## src/design/hrf_pkg.sv

```systemverilog
// Shared types, codes and segment classification functions for the HTTP request framer.
// No dependencies; every other design file refers to this package by scoped names.

package hrf_pkg;

   // Byte values used by the classifier
   localparam logic [7:0] SPACE_CHAR = 8'h20;
   localparam logic [7:0] CR_CHAR    = 8'h0D;
   localparam logic [7:0] LF_CHAR    = 8'h0A;
   localparam logic [7:0] TAB_CHAR   = 8'h09;

   // Segment tags carried with each result byte
   localparam logic [3:0] TAG_METHOD   = 4'd0;
   localparam logic [3:0] TAG_GAP1     = 4'd1;
   localparam logic [3:0] TAG_URL      = 4'd2;
   localparam logic [3:0] TAG_GAP2     = 4'd3;
   localparam logic [3:0] TAG_VERSION  = 4'd4;
   localparam logic [3:0] TAG_LINE_END = 4'd5;
   localparam logic [3:0] TAG_HEADER   = 4'd6;
   localparam logic [3:0] TAG_TERM     = 4'd7;
   localparam logic [3:0] TAG_BODY     = 4'd8;
   localparam logic [3:0] TAG_ERROR    = 4'd9;

   // Completion status codes
   localparam logic [2:0] ST_OK          = 3'd0;
   localparam logic [2:0] ST_NO_LINE_END = 3'd1;
   localparam logic [2:0] ST_NO_METHOD_SP = 3'd2;
   localparam logic [2:0] ST_NO_URL_SP   = 3'd3;
   localparam logic [2:0] ST_GAP_AT_EOL  = 3'd4;
   localparam logic [2:0] ST_NO_TERM     = 3'd5;

   // Result queue sizing
   localparam int RESULT_DEPTH = 4;
   localparam int PTR_W        = $clog2(RESULT_DEPTH);
   localparam int CNT_W        = $clog2(RESULT_DEPTH + 1);
   localparam int ROOM_LIMIT   = RESULT_DEPTH - 2;

   // Parser phase; HDR_LF means the held byte is the LF closing a header line
   typedef enum logic [3:0] {
      PH_METHOD  = 4'd0,
      PH_GAP1    = 4'd1,
      PH_URL     = 4'd2,
      PH_GAP2    = 4'd3,
      PH_VERSION = 4'd4,
      PH_LINE_LF = 4'd5,
      PH_HEADER  = 4'd6,
      PH_TERM_LF = 4'd7,
      PH_BODY    = 4'd8,
      PH_FAILED  = 4'd9,
      PH_HDR_LF  = 4'd10
   } phase_type;

   typedef struct packed {
      phase_type  phase;
      logic       after_lf;
      logic [2:0] err;
   } state_type;

   localparam state_type RESET_STATE = '{phase: PH_METHOD, after_lf: 1'b1, err: ST_OK};

   typedef struct packed {
      logic [7:0] data;
      logic [3:0] tag;
      logic       done;
      logic [2:0] status;
   } result_type;

   // Results produced by one input transaction, packed toward slot 0
   typedef struct packed {
      logic [1:0] count;
      result_type res0;
      result_type res1;
   } push_type;

   typedef struct packed {
      logic not_empty;
      logic no_room;
   } queue_status_type;

   function automatic logic is_gap(input logic [7:0] b);
      return (b == SPACE_CHAR) || ((b >= TAB_CHAR) && (b <= CR_CHAR));
   endfunction

   function automatic logic is_crlf(input logic [7:0] h, input logic [7:0] n,
                                    input logic has_n);
      return has_n && (h == CR_CHAR) && (n == LF_CHAR);
   endfunction

   // Tag for byte h given its lookahead n
   function automatic logic [3:0] classify_tag(input state_type s, input logic [7:0] h,
                                               input logic [7:0] n, input logic has_n);
      logic       crlf;
      logic [3:0] tag;
      crlf = is_crlf(h, n, has_n);
      unique case (s.phase)
         PH_METHOD:  tag = crlf ? TAG_ERROR : ((h == SPACE_CHAR) ? TAG_GAP1 : TAG_METHOD);
         PH_GAP1:    tag = crlf ? TAG_ERROR : (is_gap(h) ? TAG_GAP1 : TAG_URL);
         PH_URL:     tag = crlf ? TAG_ERROR : ((h == SPACE_CHAR) ? TAG_GAP2 : TAG_URL);
         PH_GAP2:    tag = crlf ? TAG_ERROR : (is_gap(h) ? TAG_GAP2 : TAG_VERSION);
         PH_VERSION: tag = crlf ? TAG_LINE_END : TAG_VERSION;
         PH_LINE_LF: tag = TAG_LINE_END;
         PH_HEADER:  tag = (crlf && s.after_lf) ? TAG_TERM : TAG_HEADER;
         PH_HDR_LF:  tag = TAG_HEADER;
         PH_TERM_LF: tag = TAG_TERM;
         PH_BODY:    tag = TAG_BODY;
         default:    tag = TAG_ERROR;
      endcase
      return tag;
   endfunction

   // Parser state after classifying byte h
   function automatic state_type classify_next(input state_type s, input logic [7:0] h,
                                               input logic [7:0] n, input logic has_n);
      logic      crlf;
      state_type nx;
      crlf = is_crlf(h, n, has_n);
      nx   = s;
      unique case (s.phase)
         PH_METHOD: begin
            if (crlf) begin
               nx.phase = PH_FAILED;
               nx.err   = ST_NO_METHOD_SP;
            end else if (h == SPACE_CHAR) begin
               nx.phase = PH_GAP1;
            end
         end
         PH_GAP1: begin
            if (crlf) begin
               nx.phase = PH_FAILED;
               nx.err   = ST_GAP_AT_EOL;
            end else if (!is_gap(h)) begin
               nx.phase = PH_URL;
            end
         end
         PH_URL: begin
            if (crlf) begin
               nx.phase = PH_FAILED;
               nx.err   = ST_NO_URL_SP;
            end else if (h == SPACE_CHAR) begin
               nx.phase = PH_GAP2;
            end
         end
         PH_GAP2: begin
            if (crlf) begin
               nx.phase = PH_FAILED;
               nx.err   = ST_GAP_AT_EOL;
            end else if (!is_gap(h)) begin
               nx.phase = PH_VERSION;
            end
         end
         PH_VERSION: begin
            if (crlf) nx.phase = PH_LINE_LF;
         end
         PH_LINE_LF: begin
            nx.phase    = PH_HEADER;
            nx.after_lf = 1'b1;
         end
         PH_HEADER: begin
            if (crlf) begin
               nx.phase = s.after_lf ? PH_TERM_LF : PH_HDR_LF;
            end else begin
               nx.after_lf = 1'b0;
            end
         end
         PH_HDR_LF: begin
            nx.phase    = PH_HEADER;
            nx.after_lf = 1'b1;
         end
         PH_TERM_LF: nx.phase = PH_BODY;
         PH_BODY:    nx.phase = PH_BODY;
         default:    nx.phase = PH_FAILED;
      endcase
      return nx;
   endfunction

   function automatic logic [2:0] final_status(input state_type s);
      logic [2:0] st;
      unique case (s.phase)
         PH_METHOD, PH_GAP1, PH_URL, PH_GAP2, PH_VERSION: st = ST_NO_LINE_END;
         PH_TERM_LF, PH_BODY: st = ST_OK;
         PH_FAILED:           st = s.err;
         default:             st = ST_NO_TERM;
      endcase
      return st;
   endfunction

endpackage

```

## src/design/hrf_parser.sv

```systemverilog
// Byte classifier for the HTTP request framer: holds one byte of lookahead and the phase.
// Depends on hrf_pkg for the state, result and push types and the classify functions.

module hrf_parser (
   input  logic              clock,
   input  logic              reset,
   input  logic              accept,
   input  logic [7:0]        data_byte,
   input  logic              end_of_data,
   output hrf_pkg::push_type push
);

   hrf_pkg::state_type  state_ff, state_in;
   logic [7:0]          held_byte_ff, held_byte_in;
   logic                held_valid_ff, held_valid_in;

   // state after the held byte, and after the incoming byte on the last transaction
   hrf_pkg::state_type  st1, st2;
   hrf_pkg::result_type first_res, last_res;

   // Next state
   always_comb begin
      st1 = held_valid_ff ? hrf_pkg::classify_next(state_ff, held_byte_ff, data_byte, 1'b1)
                          : state_ff;
      st2 = hrf_pkg::classify_next(st1, data_byte, 8'h00, 1'b0);

      state_in      = state_ff;
      held_valid_in = held_valid_ff;
      held_byte_in  = held_byte_ff;
      if (accept) begin
         held_byte_in = data_byte;
         if (end_of_data) begin
            // message complete: back to the reset state for the next one
            state_in      = hrf_pkg::RESET_STATE;
            held_valid_in = 1'b0;
         end else begin
            state_in      = st1;
            held_valid_in = 1'b1;
         end
      end
   end

   // Results of this transaction
   always_comb begin
      first_res.data   = held_byte_ff;
      first_res.tag    = hrf_pkg::classify_tag(state_ff, held_byte_ff, data_byte, 1'b1);
      first_res.done   = 1'b0;
      first_res.status = hrf_pkg::ST_OK;

      last_res.data    = data_byte;
      last_res.tag     = hrf_pkg::classify_tag(st1, data_byte, 8'h00, 1'b0);
      last_res.done    = 1'b1;
      last_res.status  = hrf_pkg::final_status(st2);

      push.count = accept ? ({1'b0, held_valid_ff} + {1'b0, end_of_data}) : 2'd0;
      push.res0  = held_valid_ff ? first_res : last_res;
      push.res1  = last_res;
   end

   always_ff @(posedge clock) begin
      if (reset) begin
         state_ff      <= hrf_pkg::RESET_STATE;
         held_valid_ff <= 1'b0;
      end else begin
         state_ff      <= state_in;
         held_valid_ff <= held_valid_in;
      end
   end

   // held byte is payload, qualified by held_valid_ff
   always_ff @(posedge clock) begin
      held_byte_ff <= held_byte_in;
   end

endmodule

```

## src/design/hrf_result_fifo.sv

```systemverilog
// Small result queue for the HTTP request framer: takes up to two results a cycle, gives one.
// Depends on hrf_pkg for the result, push and status types and the queue depth.

module hrf_result_fifo (
   input  logic                      clock,
   input  logic                      reset,
   input  hrf_pkg::push_type         push,
   input  logic                      pop,
   output hrf_pkg::result_type       head,
   output hrf_pkg::queue_status_type status
);

   localparam int PW = hrf_pkg::PTR_W;
   localparam int CW = hrf_pkg::CNT_W;

   hrf_pkg::result_type entries_ff [hrf_pkg::RESULT_DEPTH];
   logic [PW-1:0]       wr_ptr_ff, wr_ptr_in, rd_ptr_ff, rd_ptr_in;
   logic [CW-1:0]       count_ff, count_in;
   logic [PW-1:0]       wr_next;

   function automatic logic [PW-1:0] ptr_inc(input logic [PW-1:0] p);
      return (p == PW'(hrf_pkg::RESULT_DEPTH - 1)) ? '0 : p + 1'b1;
   endfunction

   // Pointer and occupancy update
   always_comb begin
      wr_next = ptr_inc(wr_ptr_ff);
      unique case (push.count)
         2'd0:    wr_ptr_in = wr_ptr_ff;
         2'd1:    wr_ptr_in = wr_next;
         default: wr_ptr_in = ptr_inc(wr_next);
      endcase
      rd_ptr_in = pop ? ptr_inc(rd_ptr_ff) : rd_ptr_ff;
      count_in  = count_ff + CW'(push.count) - CW'(pop);
   end

   assign head             = entries_ff[rd_ptr_ff];
   assign status.not_empty = (count_ff != '0);
   assign status.no_room   = (count_ff > CW'(hrf_pkg::ROOM_LIMIT));

   always_ff @(posedge clock) begin
      if (reset) begin
         wr_ptr_ff <= '0;
         rd_ptr_ff <= '0;
         count_ff  <= '0;
      end else begin
         wr_ptr_ff <= wr_ptr_in;
         rd_ptr_ff <= rd_ptr_in;
         count_ff  <= count_in;
      end
   end

   // Entry storage, written in transaction order
   always_ff @(posedge clock) begin
      if (push.count != 2'd0) entries_ff[wr_ptr_ff] <= push.res0;
      if (push.count == 2'd2) entries_ff[wr_next]   <= push.res1;
   end

endmodule

```

## src/design/http_request_framer.sv

```systemverilog
// HTTP request framer: tags each request byte with its segment (method, gaps, URL, version,
// line CRLF, headers, terminator, body). Results trail the input by one byte, since a CR
// needs the following byte to tell whether it starts a CRLF. One byte is accepted per cycle
// while req_stall is low; every transaction yields one result, except the first byte of a
// message (none) and the last byte after a held byte (two, the second carrying message_done
// and parse_status). Throughput is one byte per cycle and is bounded by the single result
// port; the four-entry result queue stalls the input while fewer than two entries are free,
// which only happens when the receiver stalls; results are registered in the result queue.
// Depends on hrf_pkg, hrf_parser and hrf_result_fifo.

module http_request_framer (
   input  logic       clock,
   input  logic       reset,

   input  logic       req_valid,
   output logic       req_stall,
   input  logic [7:0] req_data_byte,
   input  logic       req_end_of_data,

   output logic       rsp_valid,
   input  logic       rsp_stall,
   output logic [7:0] rsp_byte_out,
   output logic [3:0] rsp_segment_tag,
   output logic       rsp_message_done,
   output logic [2:0] rsp_parse_status
);

   hrf_pkg::push_type         push;
   hrf_pkg::result_type       head;
   hrf_pkg::queue_status_type qstat;
   logic                      req_accept;
   logic                      rsp_accept;

   // Handshakes
   assign req_stall  = qstat.no_room;
   assign req_accept = req_valid && !req_stall;
   assign rsp_valid  = qstat.not_empty;
   assign rsp_accept = rsp_valid && !rsp_stall;

   hrf_parser u_parser (
      .clock       (clock),
      .reset       (reset),
      .accept      (req_accept),
      .data_byte   (req_data_byte),
      .end_of_data (req_end_of_data),
      .push        (push)
   );

   hrf_result_fifo u_result_fifo (
      .clock  (clock),
      .reset  (reset),
      .push   (push),
      .pop    (rsp_accept),
      .head   (head),
      .status (qstat)
   );

   assign rsp_byte_out     = head.data;
   assign rsp_segment_tag  = head.tag;
   assign rsp_message_done = head.done;
   assign rsp_parse_status = head.status;

endmodule

```

## config.mk

```make
export PLATFORM = sky130hd
export DESIGN_NAME = http_request_framer
export DESIGN_NICKNAME = d
export VERILOG_FILES = /design/src/design/hrf_pkg.sv /design/src/design/hrf_parser.sv /design/src/design/hrf_result_fifo.sv /design/src/design/http_request_framer.sv
export SDC_FILE = /design/constraint.sdc
export NUM_CORES = 1
export LEC_CHECK = 0
export BUFFER_PORTS_ARGS = -buffer_cell sky130_fd_sc_hd__buf_2
export CORE_MARGIN = 2
export CORE_UTILIZATION = 57
export CTS_BUF_LIST = sky130_fd_sc_hd__clkbuf_8
export DETAILED_ROUTE_END_ITERATION = 10
export HOLD_SLACK_MARGIN = 0.05
export MAX_ROUTING_LAYER = met4
export PLACE_DENSITY = 0.79
export SLEW_MARGIN = 20
export SYNTH_ARGS = -nofsm -noshare
export SYNTH_HDL_FRONTEND = slang
export SYNTH_SLANG_ARGS = --single-unit
```

## constraint.sdc

```tcl
create_clock -name clock -period 2.65 [get_ports clock]
set_clock_uncertainty 0.15 [all_clocks]
set_input_delay 0 -clock clock [delete_from_list [all_inputs] [get_ports clock]]
set_output_delay 0 -clock clock [all_outputs]
set_load 0.01 [all_outputs]
```

Yosys cells after proc, flatten, opt, wreduce, memory -nomap -nowiden. Memories as Yosys holds them, arrays and structs flattened. A register that Yosys moved wholly into a read port is not among the register bits. Index checks and enable logic that the tools add are counted.

Bits in writable memories: 64. Output and inout port bits: 18. Input bits: 13. Logic and storage cells: 138. Memories: 1. Bits in registers: 24.

Memory list: u_result_fifo.entries_ff (depth 4, width 16, rd ports 1, clocked after Yosys merged registers in 1, write ports 2, line hrf_result_fifo.sv:16) `hrf_pkg::result_type entries_ff [hrf_pkg::RESULT_DEPTH];`.

Reduce and logical (&&, ||, !) cells: 28. Mux-type cells: 55. Add/sub/neg operators: 6. Equality and inequality tests: 35. $lt $le $gt $ge: 5.

Operators with widths (count): 4-bit two-way mux (19); 4-bit by 3-bit == test with 1-bit output (second input constant) (10); 4-bit case mux with 10 select lines (1); 4-bit case mux with 9 select lines (1); 4-bit case mux with 8 select lines (1); 4-bit case mux with 7 select lines (1); 4-bit by 2-bit == test with 1-bit output (second input constant) (6); 4-bit == test (second input constant) (6); 3-bit case mux with 3 select lines (2); 8-bit by 4-bit == test with 1-bit output (second input constant) (2); 8-bit by 6-bit == test with 1-bit output (second input constant) (2); 8-bit by 4-bit >= comparator with 1-bit output (second input constant) (2); 8-bit by 4-bit less-or-equal comparator with 1-bit output (second input constant) (2); 16-bit two-way mux (1); 2-bit two-way mux (8); 8-bit two-way mux (2); 2-bit OR reduction (8); 3-bit two-way mux (5); 4-bit by 1-bit == test with 1-bit output (second input constant) (3); 4-bit logical NOT (3); 1-bit two-way mux (12); 2-bit == test (second input constant) (4); 2-bit by 1-bit adder with 2-bit output (second input constant) (3); 1-bit logical AND (6); 15 further kinds (19).

Logic depth before layout (Yosys ltp). Gate-level depths: netlist of run 1.

Depth after elaboration: 14. Gate-level depth with buffers: 11. Gate-level depth less buffers: 11.

Cells and area by module. From an unflattened synthesis of run 1, not the netlist that was laid out.

Cells, all modules: 435. Area, all modules: 5489.0 µm².

Modules (own cells, without submodules): hrf_result_fifo (instances 1, area each 3788.6 µm², sequential area each 2102.0 µm², cells each 216); hrf_parser (instances 1, area each 1672.9 µm², sequential area each 420.4 µm², cells each 217); http_request_framer (instances 1, area each 27.5 µm², sequential area each 0.0 µm², cells each 2).

Worst setup path before layout of run 1. No wires, ideal clock.

Path kind: register -> register. From: register u_parser.held_byte_ff[6]. To: memory u_result_fifo.entries_ff[1][2] in the netlist's numbering (data pin). Clock period less this slack: 2.897 ns. Buffers on the path: 1. Setup slack: -0.247 ns. Data required time: 2.234 ns. Data arrival time: 2.481 ns. Stages on the path, launching flop included: 9. Setup time: 0.266 ns. Path through: edfxtp_1 > or4_1 > buf_2 > a2111o_1 > a221o_1 > o21a_1 > xnor2_1 > a221oi_2 > nor2_1.

RTL lines: start: declaration (line hrf_parser.sv:14) `logic [7:0] held_byte_ff, held_byte_in;`; start signal: assignment (line hrf_parser.sv:72) `held_byte_ff <= held_byte_in;`; end: declaration (line hrf_result_fifo.sv:16).

==> results.json, run 1 <==
{
  "start_util": 0.579,
  "critPathMaxFanout": 5,
  "ys_types": 61,
  "violations": "setup timing",
  "setup-violations-final": 28,
  "numCtsBuffers": 9,
  "ios": 31,
  "clk_pin_slew_ps": 100,
  "max_freq_ghz": 0.325,
  "synth_top_cell_by_area": "edfxtp_1",
  "min_period_ps": 3070,
  "nNetsFinal": 622,
  "drt-initial-drc-count": 524,
  "slew_headroom": 0.487,
  "netlist_top_cells_area": "edfxtp_1 41%, dfxtp_1 8.9%, mux4_2 7.2%, nand2_1 6.0%, nor2_1 3.8%",
  "ir_drop_mv": 0.314,
  "post-route-drc-count": 0,
  "grt.overflow.total": 0,
  "avgSynthCellArea_um2": 10.2,
  "firstDrtPassIters": 5,
  "die_h_um": 97.4,
  "postSynth.asyncResetShare": 0,
  "status": "finished, violations left",
  "drtAntennaViolNets": 0,
  "antenna_found_initial": 0,
  "wl_per_cell_um": 19.7,
  "viasPerCell": 6.49,
  "core-area_um2": 8590,
  "grt_max_degree": 18,
  "setup_ws_ps": -424,
  "fin_tns_setup_ps": -8490,
  "drv_cap": 0,
  "totalPowerFinal_uw": 3880,
  "grt_pass1_wl_um": 22100,
  "cpMaxStageDelayCell": "edfxtp_1",
  "fin_area_um2": 6320,
  "power_density_nw_per_um2": 615,
  "clk_latency_ps": 370,
  "dp_cells": 670,
  "synthCells": 489,
  "cts_tree": "built",
  "critPathMostFrequentCell": "buf_4",
  "synth_edf_count": 68,
  "fill_cells": 580,
  "dp_hpwl_um": 9430,
  "wirelength_um": 14000,
  "syn_nets": 515,
  "netlist.area_leader.share": 0.410,
  "ys_seq_area_frac": 0.499,
  "required_ps": 2620,
  "cp-start-kind": "register",
  "track_usage": 0.301,
  "ys_seq_elements": 90,
  "period_share": 1.16,
  "multi_input_area_um2": 2560,
  "worstHoldPathType": "in -> reg",
  "place_congestion": 0.943,
  "dpl_cell_area_um2": 5700,
  "post-route-util": 0.735,
  "die_x_um": 97.4,
  "ys_warn_count": 0,
  "antenna_cells": 0,
  "p_leak_uw": 0.00224,
  "clock-sinks": 90,
  "cts_htree_levels": 3,
  "rows": 34,
  "worst_slew_pin_slew_ps": 769,
  "port_buffers": 30,
  "critPathMaxStageDelay_ps": 420,
  "hold_violations": 0,
  "layout-drive-gt1-share": 0.331,
  "cts_buffer_depth": 2,
  "ff_latch_area_um2": 2480,
  "path_cells": "nand3b_1 > nand4b_1 > buf_4 > nor4b_4 > nor3_2 > o21ai_2 > mux2i_1 > a221oi_2 > buf_4 > nor2_1",
  "arrival_ps": 3040,
  "vias": 4604,
  "die_area_um2": 9490,
  "cp-end-kind": "register",
  "slew_viol_final": 0,
  "instances_no_fill": 709,
  "netlist_area_um2": 4980,
  "setup.worst_path.class": "reg -> reg",
  "synthToLayoutAreaGrowth_pct": 26.9,
  "rsz0062_at_grt": "yes",
  "grt_pass1_vias": 4383,
  "clockRootBuffer": "clkbuf_8",
  "ys.flop_type": "edfxtp_1"
}
-- cell type report --
type | instances | area share
Multi-Input combinational cell | 357 | 0.405
Sequential cell | 90 | 0.393
Timing Repair Buffer | 124 | 0.141
Tap cell | 108 | 0.0214
Clock buffer | 9 | 0.0196
Clock inverter | 7 | 0.0121
Inverter | 14 | 0.00832
-- cells by family after synthesis --
logic type                 count (synthesis)  share of synthesized area
DFF                                       90                      0.499
xor gates and xnor gates                   4                    0.00704
adders and majority gates                 13                     0.0342
muxes                                     22                     0.0845
buffers and inverters                     42                     0.0322
and+or+nand+nor                          187                      0.172
AOI/OAI and AO/OA                        131                      0.171
-- worst max-delay path, delay by kind of cell, from the launching register on --
family | cells | cell delay (ps)
flip-flops | 1 | 420
AO/OA/AOI/OAI | 2 | 650
buffers and inverters | 2 | 430
multiplexers | 1 | 190
AND/OR/NAND/NOR | 5 | 980
-- cells in the final DEF (no fill, tap or decap), types with 5 or more instances in the layout --
cell type	synthesis	final
nor2_2	0	6
o21a_1	7	6
a21oi_2	1	5
dfxtp_1	22	22
nand3_2	0	5
mux2i_1	6	5
edfxtp_1	68	68
ha_1	12	12
nand2_1	79	74
nor2_1	50	44
inv_1	14	15
o21ai_0	35	33
mux4_2	16	16
o21ai_2	1	8
o211ai_1	5	5
o22ai_1	19	14
buf_2	2	30
clkbuf_8	0	9
a21oi_1	19	15
a22oi_1	9	8
nor3_1	13	12
nand2_2	0	5
buf_4	0	81
nand3_1	13	8
o22ai_2	0	5
dlygate4sd3_1	0	12
-- final timing paths --
check                                       from                              to  slack, ps  cells past startpoint
hold reg to reg   u_result_fifo.entries_ff[1][3]  u_result_fifo.entries_ff[1][3]        300                      2
hold / removal                  req_data_byte[1]  u_result_fifo.entries_ff[3][4]        210                      5
setup / recovery        u_parser.held_byte_ff[5]  u_result_fifo.entries_ff[3][2]       -420                     10
setup reg to reg        u_parser.held_byte_ff[5]  u_result_fifo.entries_ff[3][2]       -420                     10
-- cells in the mapped netlist, drive strengths merged (7+ instances only) --
master  count
inv        14
nor3       13
dfxtp      22
a21oi      20
nand2      79
mux4       16
clkbuf     25
o22ai      19
o21a        7
edfxtp     68
a22oi       9
o21ai      44
nor2       50
nand3      13
ha         12
-- sequential cells by signal, indices dropped and copies added (netlist names), named ones only --
signal / cells
u_result_fifo.entries_ff: 64
u_parser.held_byte_ff: 8
u_parser.state_ff: 8
u_result_fifo.count_ff: 3
u_result_fifo.rd_ptr_ff: 2
u_result_fifo.wr_ptr_ff: 2
u_parser.held_valid_ff: 1
-- per-layer routing --
| metal | GRT usage | part of all wire |
|---|---|---|
| met5 | - | 0 |
| met4 | 0.114 | 0.037 |
| met3 | 0.0554 | 0.095 |
| met2 | 0.486 | 0.49 |
| met1 | 0.382 | 0.38 |
-- stage by stage --
stage	setup slack (ps)	hold WS, ps
final	-424	210
after global routing	-457	230
after CTS	-279	182
after detailed placement	-439	57.5
after global placement	-368	55.2
after floorplan	-214	-78.4
-- power breakdown --
group          internal, uW  leakage (uW)  switching [uW]
registers              1700      0.000746            94.2
clock network           443      0.000102             522
logic                   506       0.00139             619
-- what timing repair did --
action / CTS / global route
resized for setup: 25 / 28
setup endpoints to repair: 29 / 105
hold endpoints to repair: 57 / 0
hold buffers: 12 / 0
setup buffers: 5 / 7
pin swaps: 10 / 7
Power figures use the tool's default switching activity.
==> run 2: changes to the inputs <==
--- a/config.mk
+++ b/config.mk
@@ -13,6 +13,7 @@
 export HOLD_SLACK_MARGIN = 0.05
 export MAX_ROUTING_LAYER = met4
 export PLACE_DENSITY = 0.79
+export SKIP_LAST_GASP = 1
 export SLEW_MARGIN = 20
 export SYNTH_ARGS = -nofsm -noshare
 export SYNTH_HDL_FRONTEND = slang
==> run 2 against run 1 <==
Net effect: the flow still finishes with violations (setup timing); design area is 0.20% lower; routed wire length increased by 0.29%; combinational power hardly changed; maximum frequency increased by 0.71%; global-route usage did not move; setup slack improved by 22 ps; sequential cell count stayed put; register-to-register slack better by 20 ps; critical endpoint is now u_result_fifo.entries_ff[1][2].
==> results.json, run 2 (synthesized netlist as in run 1, its figures left out) <==
{
  "violations": "setup timing",
  "post-route-util": 0.734,
  "largest_reg_flops": 64,
  "rows": 34,
  "setup.worst_path.class": "reg -> reg",
  "clock-sinks": 90,
  "critPathMaxFanout": 5,
  "start_util": 0.579,
  "clk_latency_ps": 370,
  "synthToLayoutAreaGrowth_pct": 26.7,
  "final_common_cell": "buf_4",
  "track_usage": 0.301,
  "clk_pin_slew_ps": 100,
  "p_comb_frac": 0.289,
  "cts_htree_levels": 3,
  "hold_violations": 0,
  "ff_latch_area_um2": 2480,
  "status": "finished, violations left",
  "viasPerCell": 6.53,
  "grt.overflow.total": 0,
  "worstHoldPathType": "in -> reg",
  "grt_pass1_wl_um": 22100,
  "cp-start-kind": "register",
  "largest_register": "u_result_fifo.entries_ff",
  "fill_cells": 584,
  "hold_ws_ps": 197,
  "required_ps": 2620,
  "drtAntennaViolNets": 0,
  "drv_cap": 0,
  "setup-violations-final": 28,
  "slew_viol_final": 0,
  "numCtsBuffers": 9,
  "final_cell_mix": "81 x buf_4, 74 x nand2_1, 68 x edfxtp_1, 44 x nor2_1, 33 x o21ai_0",
  "p_int_uw": 2650,
  "worst_slew_pin_slew_ps": 757,
  "drt-initial-drc-count": 577,
  "netSwitchingPower_uw": 1240,
  "multi_input_area_um2": 2540,
  "dp_hpwl_um": 9430,
  "p_leak_uw": 0.00224,
  "firstDrtPassIters": 9,
  "swShare": 0.319,
  "nNetsFinal": 622,
  "core-area_um2": 8590,
  "cp-end-kind": "register",
  "wl_per_cell_um": 19.8,
  "die_x_um": 97.4,
  "power_density_nw_per_um2": 616,
  "wirelength_um": 14000,
  "slew_headroom": 0.495,
  "rsz0062_at_grt": "yes",
  "die_area_um2": 9490,
  "ir_drop_mv": 0.316,
  "largest_registers": "u_result_fifo.entries_ff x64, u_parser.held_byte_ff x8, u_parser.state_ff x8",
  "grt_max_degree": 18,
  "antenna_cells": 0,
  "setup_ws_ps": -402,
  "port_buffers": 30,
  "power.share.clock": 0.250,
  "vias": 4628,
  "layout-drive-gt1-share": 0.328,
  "cts_buffer_depth": 2,
  "antenna_found_initial": 0,
  "arrival_ps": 3030,
  "max_freq_ghz": 0.328,
  "totalPowerFinal_uw": 3880,
  "period_share": 1.15,
  "p_seq_frac": 0.461,
  "die_h_um": 97.4,
  "grt_pass1_vias": 4380,
  "clockRootBuffer": "clkbuf_8",
  "min_period_ps": 3050,
  "ios": 31,
  "place_congestion": 0.943,
  "cts_tree": "built",
  "post-route-drc-count": 0
}
[run 2: critical path: stages, from the launching register on]
cell      delay [ps]
edfxtp_1         420
nand3b_1         230
nand4b_1         380
buf_4            260
nor4b_4          220
nor3_2           100
o21ai_2          370
mux2i_1          180
a221oi_2         260
buf_4            180
nor2_1            50
[run 2: final cells by class]
class	count	share of cell area
clock buffers	9	0.0197
clock inverters	7	0.0121
inverters	14	0.00834
multi-input cells	357	0.404
flip-flops and latches	90	0.394
well taps	108	0.0214
repair buffers	124	0.141
[run 2: what timing repair did]
item / 4_1_cts / 5_1_grt
setup buffers: 5 / 7
hold endpoints to repair: 57 / 0
hold buffers: 12 / 0
pin swaps: 9 / 8
endpoints found under the setup margin: 29 / 105
gates resized for setup: 25 / 26
[run 2: power by group through the flow]
stage	sequential, uW	clock (uW)	combinational, uW
after floorplan	1790	0	717
after global placement	1810	0	1030
after detailed placement	1820	0	1060
after CTS	1790	960	1090
after global routing	1810	1020	1220
final	1790	971	1120
[run 2: metrics by stage]
stage / setup TNS, ps / area, um^2 / setup slack (ps) / cells
6_report: -8000 / 6300 / -402 / 709
5_1_grt: -10380 / 6300 / -459 / 709
4_1_cts: -5660 / 6160 / -279 / 703
3_5_place_dp: -9100 / 5700 / -439 / 670
3_3_place_gp: -6430 / 5700 / -368 / 670
2_1_floorplan: -2630 / 5000 / -214 / 489
[run 2: metal layers]
metal / share of wire / GRT usage / up-vias
met5: 0 / - / -
met4: 0.033 / 0.114 / 0
met3: 0.089 / 0.0554 / 65
met2: 0.49 / 0.486 / 308
met1: 0.39 / 0.382 / 2210
li1: - / - / 2045
[run 2: final timing paths]
path                                                     start                              to  slack (ps)  depth (start not counted)
worst max-delay path                  u_parser.held_byte_ff[5]  u_result_fifo.entries_ff[1][2]        -400                         10
worst min-delay path                          req_data_byte[1]  u_result_fifo.entries_ff[3][4]         200                          5
worst max register to register        u_parser.held_byte_ff[5]  u_result_fifo.entries_ff[1][2]        -400                         10
worst min register to register  u_result_fifo.entries_ff[1][3]  u_result_fifo.entries_ff[1][3]         310                          2
==> run 3: changes to the inputs <==
--- a/config.mk
+++ b/config.mk
@@ -7,14 +7,14 @@
 export LEC_CHECK = 0
 export BUFFER_PORTS_ARGS = -buffer_cell sky130_fd_sc_hd__buf_2
 export CORE_MARGIN = 2
-export CORE_UTILIZATION = 57
+export CORE_UTILIZATION = 45
 export CTS_BUF_LIST = sky130_fd_sc_hd__clkbuf_8
 export DETAILED_ROUTE_END_ITERATION = 10
 export HOLD_SLACK_MARGIN = 0.05
 export MAX_ROUTING_LAYER = met4
-export PLACE_DENSITY = 0.79
 export SKIP_LAST_GASP = 1
 export SLEW_MARGIN = 20
 export SYNTH_ARGS = -nofsm -noshare
 export SYNTH_HDL_FRONTEND = slang
+export SYNTH_HIERARCHICAL = 1
 export SYNTH_SLANG_ARGS = --single-unit
==> run 3 against run 2 <==
Net effect: the run still ends with setup timing left; critical path type unchanged; design area increased by 13%; count of clock-buffer cells in the layout is the same; non-clock buffer count is 20 higher; highest routed layer unchanged; hold slack worse by 95 ps; maximum frequency decreased by 4.5%; register-to-register slack worse by 140 ps; setup slack lost 140 ps; largest power group unchanged; largest cell class unchanged.
==> results.json, run 3 <==
{
  "required_ps": 2610,
  "critPathMaxFanout": 7,
  "largest_registers": "u_result_fifo/entries_ff x64, u_parser/held_byte_ff x8, u_parser/state_ff x8",
  "die_area_um2": 13100,
  "ios": 31,
  "ys_seq_area_frac": 0.460,
  "synth_top_cell_by_area": "edfxtp_1",
  "top_usage_layer": "met2",
  "wl_per_cell_um": 18.8,
  "setup-violations-final": 29,
  "synthToLayoutAreaGrowth_pct": 30.3,
  "syn_nets": 459,
  "min_period_ps": 3190,
  "viasPerCell": 5.59,
  "crit_start": "u_parser/held_byte_ff[1]",
  "ys.flop_type": "edfxtp_1",
  "largest_register": "u_result_fifo/entries_ff",
  "grt_max_degree": 20,
  "largest_reg_flops": 64,
  "track_usage": 0.220,
  "grt_pass1_wl_um": 21600,
  "vias": 3973,
  "arrival_ps": 3160,
  "cts_tree": "built",
  "setup_ws_ps": -545,
  "start_util": 0.459,
  "grt_pass1_vias": 4061,
  "hold_ws_ps": 102,
  "core-area_um2": 12000,
  "ir_drop_mv": 0.272,
  "instances_no_fill": 711,
  "synthTopCellsByCount": "72 x edfxtp_1, 40 x mux2_4, 36 x nor2_1",
  "worstHoldPathType": "in -> reg",
  "grt.overflow.total": 0,
  "grtUsageMet2": 0.363,
  "synth_edf_count": 72,
  "netlist.area_leader.share": 0.394,
  "synth_compound_area_frac": 0.0923,
  "period_share": 1.21,
  "die_h_um": 114,
  "cts_buffer_depth": 2,
  "antenna_found_initial": 0,
  "clk_pin_slew_ps": 90,
  "p_leak_uw": 0.00289,
  "clock-sinks": 90,
  "drtAntennaViolNets": 0,
  "place_congestion": 0.865,
  "wirelength_um": 13300,
  "avgSynthCellArea_um2": 12.6,
  "hold_violations": 0,
  "worst_slew_pin_slew_ps": 581,
  "synthCells": 435,
  "cp-end-kind": "register",
  "synth_xor_area_frac": 0.00798,
  "r2r-start": "u_parser/held_byte_ff[1]",
  "yosys.area_share.simple": 0.122,
  "cp-start-kind": "register",
  "firstDrtPassIters": 4,
  "drv_cap": 0,
  "synthAdderAreaFrac": 0.0264,
  "final_common_cell": "buf_4",
  "synth_most_common_cell": "edfxtp_1",
  "postSynth.asyncResetShare": 0,
  "status": "finished, violations left",
  "die_x_um": 114,
  "slew_viol_final": 0,
  "synth_top_family_by_area": "multiplexers",
  "fin_area_um2": 7150,
  "netlist_area_um2": 5490,
  "antenna_cells": 0,
  "cts_htree_levels": 3,
  "clk_latency_ps": 360,
  "hold_depth": 3,
  "ys_seq_elements": 90,
  "holdCritStartpoint": "req_valid",
  "drt-initial-drc-count": 313,
  "grt_use_met3": 0.0296,
  "fill_cells": 929,
  "clockRootBuffer": "clkbuf_8",
  "numCtsBuffers": 9,
  "dp_cells": 659,
  "post-route-drc-count": 0,
  "netlist_top_cells_area": "edfxtp_1 39%, mux2_4 11%, dfxtp_1 6.6%, mux4_2 6.6%, mux2_2 3.7%",
  "max_freq_ghz": 0.313,
  "final_cell_mix": "91 x buf_4, 72 x edfxtp_1, 43 x mux2_4, 30 x buf_2, 28 x nor2_1",
  "setup.worst_path.class": "reg -> reg",
  "slew_headroom": 0.608,
  "layout-drive-gt1-share": 0.509,
  "rows": 40,
  "rsz0062_at_grt": "yes",
  "met1_usage": 0.281,
  "power_density_nw_per_um2": 626,
  "dp_hpwl_um": 8910,
  "post-route-util": 0.598,
  "violations": "setup timing",
  "port_buffers": 30,
  "reg2reg_depth": 14,
  "dpl_cell_area_um2": 6330,
  "ys_warn_count": 6,
  "nNetsFinal": 583,
  "muxShareOfSynthArea": 0.244,
  "ys_types": 72
}
## run 3: cell count changes in the layout (fill, tap and decap cells not counted), moves of 6 or more
cell and delta:
o22ai_1 -16, buf_4 +10, mux2_1 +12, o21ai_0 -23, nand2_4 +6, nand2_1 -62, mux2_2 +17, a22oi_1 -8
nor3_1 -7, mux2_4 +43, nor2_1 -16, o21ai_2 -7
## run 3: kinds of logic (layout without fill, tap and decap cells)
| group | count (synthesis) | in the layout |
|---|---|---|
| simple gates | 116 | 116 |
| mux | 90 | 90 |
| flops | 90 | 90 |
| compound gates | 74 | 74 |
| buf+inv | 48 | 177 |
| fa+ha+maj | 11 | 11 |
| xor+xnor | 5 | 5 |
| other cells | 1 | 1 |
## run 3: layout make-up
| type | count | area (um^2) | share of cell area |
|---|---|---|---|
| clock inverter | 7 | 68.8 | 0.00962 |
| multi-input combinational | 297 | 3070 | 0.429 |
| tap | 147 | 184 | 0.0257 |
| inverter | 17 | 63.8 | 0.00892 |
| timing repair buffer | 144 | 1120 | 0.157 |
| clock buffer | 9 | 124 | 0.0173 |
| sequential | 90 | 2520 | 0.353 |
## run 3: worst paths after layout
path	to	slack, ps
hold / removal	u_parser/held_byte_ff[2]	100
hold reg to reg	u_parser/state_ff[1]	380
setup reg to reg	u_result_fifo/entries_ff[3][0]	-540
setup / recovery	u_result_fifo/entries_ff[3][0]	-540
## run 3: what timing repair did
| action | in CTS | in global routing |
|---|---|---|
| hold buffers | 12 | 0 |
| setup buffers | 21 | 4 |
| endpoints found under the setup margin | 28 | 70 |
| gates cloned | 0 | 0 |
| pin swaps | 15 | 9 |
| hold endpoints to repair | 58 | 0 |
| resized for setup | 49 | 18 |
## run 3: power by group
group	internal, uW	switching [uW]	leakage (uW)	total [uW]
Clock	436	510	0.000101	947
Sequential	1790	79.3	0.000811	1870
Combinational	861	807	0.00198	1670
## run 3: critical path: stages (launching register included)
cell      delay, ps
edfxtp_1        440
buf_4           160
buf_4           140
buf_4           130
nand3b_1        130
a21oi_4          80
o21ai_4         170
buf_6           130
buf_4           120
nor2_4           30
o311a_4         420
o31ai_4         270
o211ai_2        130
and2_4          170
mux2_1          280
## run 3: through the flow
stage	setup WS [ps]	total power, uW	TNS, ps
2_1_floorplan	-444	2910	-6960
3_3_place_gp	-532	3380	-12430
3_5_place_dp	-682	3420	-15290
4_1_cts	-506	4480	-11810
5_1_grt	-653	4700	-16570
6_report	-545	4480	-13730
## run 3: routing by layer
metal,wire [um],vias to the layer above
met5,0,-
met4,261,0
met3,391,21
met2,6610,101
met1,6080,1957
li1,-,1894
